### config.mk
export PLATFORM = sky130hd
export DESIGN_NAME = pmiw_cfg
export DESIGN_NICKNAME = d
export VERILOG_FILES = /design/src/rtl/pmiw_pkg.sv /design/src/rtl/pmiw_cfg.sv
export SDC_FILE = /design/constraint.sdc
export NUM_CORES = 1
export LEC_CHECK = 0
export BUFFER_PORTS_ARGS = -buffer_cell sky130_fd_sc_hd__buf_2
export CORE_UTILIZATION = 52
export DETAILED_ROUTE_END_ITERATION = 8
export PLACE_DENSITY = 0.8
export SLEW_MARGIN = 0
export SYNTH_ARGS = -nofsm -noshare
export SYNTH_HDL_FRONTEND = slang
export SYNTH_SLANG_ARGS = --single-unit
### constraint.sdc
create_clock -name clk_i -period 0.8 [get_ports clk_i]
set_input_delay 0.12 -clock clk_i [delete_from_list [all_inputs] [get_ports clk_i]]
set_output_delay 0.12 -clock clk_i [all_outputs]
set_load 0.02 [all_outputs]
### src/rtl/pmiw_pkg.sv
`timescale 1ns / 1ps

package pmiw_pkg;

  localparam int CoordWidth = 32;
  localparam int EntryWidth = 21;
  localparam int CoordFrac  = 12;
  localparam int LatFrac    = EntryWidth - 9;
  localparam int InvFrac    = EntryWidth - 3;
  localparam int FracBits   = CoordFrac + InvFrac;
  localparam int OutShift   = LatFrac + InvFrac;
  localparam int RegWidth   = 63;
  localparam int CfgIdxW    = 3;

  localparam int ProdW    = EntryWidth + CoordWidth;
  localparam int FracSumW = ProdW + 2;
  localparam int RemW     = FracBits + 1;
  localparam int LProdW   = EntryWidth + RemW;
  localparam int OutSumW  = LProdW + 2;
  localparam int RndW     = OutSumW + 1;
  localparam int ShiftW   = RndW - OutShift;
  localparam int CmpW     = (ShiftW > CoordWidth) ? ShiftW + 1 : CoordWidth + 1;

  typedef logic signed [EntryWidth-1:0] entry_t;
  typedef logic signed [CoordWidth-1:0] coord_t;
  typedef logic signed [ProdW-1:0]      prod_t;
  typedef logic signed [RemW-1:0]       rem_t;
  typedef logic signed [LProdW-1:0]     lprod_t;

  typedef enum logic [CfgIdxW-1:0] {
    CfgLatRow0 = 3'd0,
    CfgLatRow1 = 3'd1,
    CfgLatRow2 = 3'd2,
    CfgInvRow0 = 3'd3,
    CfgInvRow1 = 3'd4,
    CfgInvRow2 = 3'd5
  } cfg_idx_e;

  typedef enum logic {
    ReqMinImage = 1'b0,
    ReqWrap     = 1'b1
  } req_type_e;

endpackage

### src/rtl/pmiw_cfg.sv
`timescale 1ns / 1ps

module pmiw_cfg import pmiw_pkg::*; (
  input  logic                clk_i,
  input  logic                rst_ni,
  input  logic                cfg_valid_i,
  output logic                cfg_ready_o,
  input  logic [CfgIdxW-1:0]  cfg_index_i,
  input  logic [RegWidth-1:0] cfg_data_i,
  output entry_t              lat_o [3][3],
  output entry_t              inv_o [3][3]
);

  entry_t lat_q [3][3];
  entry_t inv_q [3][3];
  entry_t wr_row [3];

  assign cfg_ready_o = 1'b1;

  always_comb begin
    for (int j = 0; j < 3; j++) begin
      wr_row[j] = entry_t'(cfg_data_i[EntryWidth*j +: EntryWidth]);
    end
  end

  always_ff @(posedge clk_i or negedge rst_ni) begin
    if (!rst_ni) begin
      for (int i = 0; i < 3; i++) begin
        for (int j = 0; j < 3; j++) begin
          lat_q[i][j] <= (i == j) ? entry_t'(1 << LatFrac) : '0;
          inv_q[i][j] <= (i == j) ? entry_t'(1 << InvFrac) : '0;
        end
      end
    end else if (cfg_valid_i) begin
      case (cfg_idx_e'(cfg_index_i))
        CfgLatRow0: lat_q[0] <= wr_row;
        CfgLatRow1: lat_q[1] <= wr_row;
        CfgLatRow2: lat_q[2] <= wr_row;
        CfgInvRow0: inv_q[0] <= wr_row;
        CfgInvRow1: inv_q[1] <= wr_row;
        CfgInvRow2: inv_q[2] <= wr_row;
        default: ;
      endcase
    end
  end

  assign lat_o = lat_q;
  assign inv_o = inv_q;

endmodule

## Yosys cells after proc, flatten, opt, wreduce, memory -nomap -nowiden

Index checks and enable logic that the tools add are counted.
W data, S select, Z words.

| storage, ports and cells | value |
|---|---|
| bits in registers | 378 |

| cells by class | value |
|---|---|
| eq/ne operators | 5 |
| reductions and logical operators | 7 |

Operator list:

| operator | count |
|---|---|
| $reduce_and A2 Y1 | 6 |
| $eq A3 B2 Y1 const B | 2 |
| $eq A3 B3 Y1 const B | 2 |
| $eq A3 B1 Y1 const B | 1 |
| $logic_not A3 Y1 | 1 |

## Logic depth before layout (Yosys ltp)

| logic depth | value |
|---|---|
| depth in word-level cells | 2 |
| mapped depth | 4 |
| depth with buffers taken out | 2 |

## Least setup slack after synthesis

No wires, ideal clock.

| timing | value |
|---|---|
| path type | input port to flip-flop |
| start point | input port cfg_index_i[0] |
| end point | register lat_q, in the netlist lat_o[126] |
| stages on the path | 4 |
| path buffers | 2 |
| slack | -390 ps |
| arrival | 1065 ps |
| library setup time | 125 ps |
| required time | 675 ps |
| cells stage by stage | nor4b_2 buf_6 buf_12 mux2_2 |

| on the way | value |
|---|---|
| word-level cells in the longest chain between the ends | 2 |

RTL lines:

| item | RTL line | RTL |
|---|---|---|
| start: declaration | pmiw_cfg.sv:8 | `input logic [CfgIdxW-1:0] cfg_index_i,` |
| $logic_not A3 Y1 | pmiw_cfg.sv:35 | `case (cfg_idx_e'(cfg_index_i))` |
| $reduce_and A2 Y1 (no line) | - |  |
| end signal: indexed assignment | pmiw_cfg.sv:30 | `lat_q[i][j] <= (i == j) ? entry_t'(1 << LatFrac) : '0;` |
| end: declaration | pmiw_cfg.sv:14 | `entry_t lat_q [3][3];` |

No other way between the ends.
A chain may end at the register's enable or synchronous reset.

## Final worst setup path

| timing | value |
|---|---|
| start point | register inv_q, in the netlist inv_o[18] |
| end point | output port inv_o[18] in the netlist's numbering |

RTL lines:

| item | RTL line | RTL |
|---|---|---|
| start: declaration | pmiw_cfg.sv:15 | `entry_t inv_q [3][3];` |
| start signal: indexed assignment | pmiw_cfg.sv:31 | `inv_q[i][j] <= (i == j) ? entry_t'(1 << InvFrac) : '0;` |
| end: declaration | pmiw_cfg.sv:11 | `output entry_t inv_o [3][3]` |

No word-level cell between the ends.

==> summary.txt <==
category of the worst setup path launch point - register
final-layout fill cell count - 662
critical path capture point - inv_o[18]
number of antenna-violating nets in the routed design - 0
first-pass GRT wire length - 78650 um
full die area - 0.02975 sq mm
number of enable flip-flop cells after synthesis - 0
total buffers and inverters traversed by the critical path - 1
Layout Nets - 1753
initial standard-cell utilization of the core - 52.80%
biggest area contributors in the synthesized netlist - sky130_fd_sc_hd__dfrtp_1 62%, sky130_fd_sc_hd__mux2_4 19%, sky130_fd_sc_hd__mux2_2 14%
violation count after the first detailed-route iteration - 939
number of register bits inferred by synthesis - 378
Skew-Pair Late Insertion Delay - 0.53 ns
cell count after placement - 1648
number of antenna violations at the first check in global routing - 4
final clock skew - 0 ns
slack of the worst reg-to-reg path - -0.30 ns
DR vias/cell - 5.908
critical path data required time - 0.68 ns
Max Transition Viols Final - 0
path length in cells of the critical path - 1
Setup CP Type - reg -> out
CORE AREA - 0.02863 sq mm
reg-to-reg critical path startpoint - lat_o[142]$_DFFE_PN0P_
layout cells sized above 1 - 73.67%
Hold WS - 0.2161 ns
Hold Fails Final Rpt - 0
syn_area_per_cell - 18.75 sq um
Cell variety after synth - 12
power per unit of standard cell area - 2979 mW/mm^2
instance count along the most critical hold path - 5
DRC violations left - 0
Die Width - 172.5 um
Die Ht - 172.5 um
simple-gate share of the synthesized area - 0.4636%
flip-flop cell with the highest count after synthesis - sky130_fd_sc_hd__dfrtp_1
worst-path cell chain - buf_6
maximum number of pins on one net before global-route repair - 35
proportion of register bits with asynchronous set or reset after synthesis - 100.0%
Crit. End Element - output pin
setup repair after global routing missed its margin - true
via count - 12400
Post-Place Worst Slack - -0.6438 ns
Max Cap Violations - 0
detailed-router iteration count before antenna repair - 8
proportion of synthesized area in mux cells - 32.88%
result of the run - finished, violations left
deepest clock path buffer count - 3
layout overhead on the synthesized area - 77.90%
area share of xor/xnor cells in the synthesized design - 0%
Final WS setup - -0.5583 ns
destination of the worst register-to-register timing path - lat_o[142]$_DFFE_PN0P_
most repeated cell in the gate-level netlist after synthesis - sky130_fd_sc_hd__dfrtp_1
clock transition at the registers of the reported paths - 0.07 ns
most utilized layer in the global route result - met2
CTS root buffer - sky130_fd_sc_hd__clkbuf_16
Crit-path slowest cell - sky130_fd_sc_hd__dfstp_2
cell type with the highest aggregate area in the netlist - sky130_fd_sc_hd__dfrtp_1
peak per-stage delay on the critical path - 0.57 ns
clock buffers created by TritonCTS - 40
sequential cell area - 0.009468 sq mm
row cnt - 62
Tot GR Track Use - 36.80%
commonest cells in the netlist - 372 x sky130_fd_sc_hd__dfrtp_1, 190 x sky130_fd_sc_hd__mux2_4, 188 x sky130_fd_sc_hd__mux2_2, 24 x sky130_fd_sc_hd__buf_12, 14 x sky130_fd_sc_hd__buf_2
failing checks - negative setup slack
number of nets in the synthesized netlist - 875
number of instances in the synthesized netlist - 806
routed wire length - 74170 um
met3 usage - 8.148%
combinational family with the most area after synthesis - multiplexers
met1 Usage GRT - 38.79%
sequential element share of the synthesized area - 62.64%
Routed WL per cell - 35.33 um
summed instance area of the synthesized netlist - 0.01511 sq mm
Syn. warnings - 0
share of the synthesized area in the top cell type - 61.59%
overflow left after global routing - 0
IR drop worst, VDD - 2.419 mV
Top Ports - 448
TritonCTS clock tree - yes
period utilisation layout - 169.8%
TritonCTS Sinks - 378
crit-path max FO - 2
final count of negative-setup-slack endpoints - 753
port buffer count - 446
worst hold path class - in -> reg
Finished Layout Cells - 2099
crit-path leading delay family - flip-flops
M2 GR Usage - 65.69%
H-tree lvl count - 2
length in cells of the worst reg-to-reg path - 3
Compound-Gate Fraction of Synth Area - 0%
GP Congestion - 0.7737
adder-cell area share of the yosys netlist - 0%
Leakage - 0.01328 uW
beginning of the critical path - inv_o[18]$_DFFE_PN1P_
number of global-route vias before repair - 12350
HPWL after DPL - 25760 um
multi-input gate area in the final layout - 0.005657 sq mm
time the worst path needs with I/O delays and setup - 1.358 ns
CP Data Arrival Time - 1.24 ns
maximum clock rate - 736.2 MHz
## worst min-delay path by stage
| stage | end | start |
|---|---|---|
| 5_1_grt | lat_o[172]$_DFFE_PN0P_ | cfg_index_i[0] |
| 2_1_floorplan | inv_o[0]$_DFFE_PN0P_ | rst_ni |
| 3_3_place_gp | lat_o[40]$_DFFE_PN0P_ | rst_ni |
| 4_1_cts | inv_o[37]$_DFFE_PN0P_ | rst_ni |
| 6_report | lat_o[172]$_DFFE_PN0P_ | cfg_index_i[0] |
| 3_5_place_dp | lat_o[40]$_DFFE_PN0P_ | rst_ni |
## kinds of logic after synthesis
kind of cell | Yosys count
DFF | 378
buffers and inverters | 43
and+or+nand+nor | 6
muxes | 378
other | 1
## area by class of cell
type | count | area share (%)
multi-input cells | 385 | 21.04
well taps | 384 | 1.787
clock inverters | 13 | 0.4700
diodes | 2 | 0.01862
repair buffers | 879 | 37.27
clock buffers | 58 | 4.202
flip-flops and latches | 378 | 35.21
## routing by layer
metal / wire [um] / vias up
li1: - / 4604
met1: 23440 / 6329
met2: 35750 / 984
met3: 7515 / 480
met4: 7438 / 4
met5: 27 / -
## what timing repair did
action / CTS / global route
setup buffers: 194 / 161
resized for setup: 823 / 335
hold buffers: 64 / 0
pin swaps: 3 / 4
setup endpoints to repair: 740 / 742
hold endpoints to repair: 756 / 0
gates cloned: 8 / 27
## cell usage in the layout, fill, tap and decap left out, drive strengths merged
cell type and instances:
buf 792, mux2 378, dfrtp 372, clkbuf 81
dlygate4sd3 64, clkinv 8, dfstp 6, and4bb 3
inv 3, diode 2, nand4b 2, bufinv 2
nor4b 1, conb 1
## sequential cells by signal, summed over array words and instances (netlist names)
register and count:
inv_o 189, lat_o 189
## report_power, final
group | total [uW] | leakage (uW) | internal, uW | switching (uW)
combinational | 32800 | 0.00813 | 18800 | 13900
sequential | 28200 | 0.00453 | 23400 | 4840
clock | 19100 | 0.000623 | 10500 | 8570
## stage by stage
stage	setup TNS [ns]	total power (uW)	util, %	area, sq um
6_report	-204.02	80090	93.92	26890
5_1_grt	-211.49	81670	93.92	26880
4_1_cts	-178.97	71250	85.49	24470
3_5_place_dp	-224.72	43710	63.62	18210
3_3_place_gp	-218.83	43180	63.62	18210
2_1_floorplan	-103.07	36780	-	15430
(Power assumes the default switching activity.)
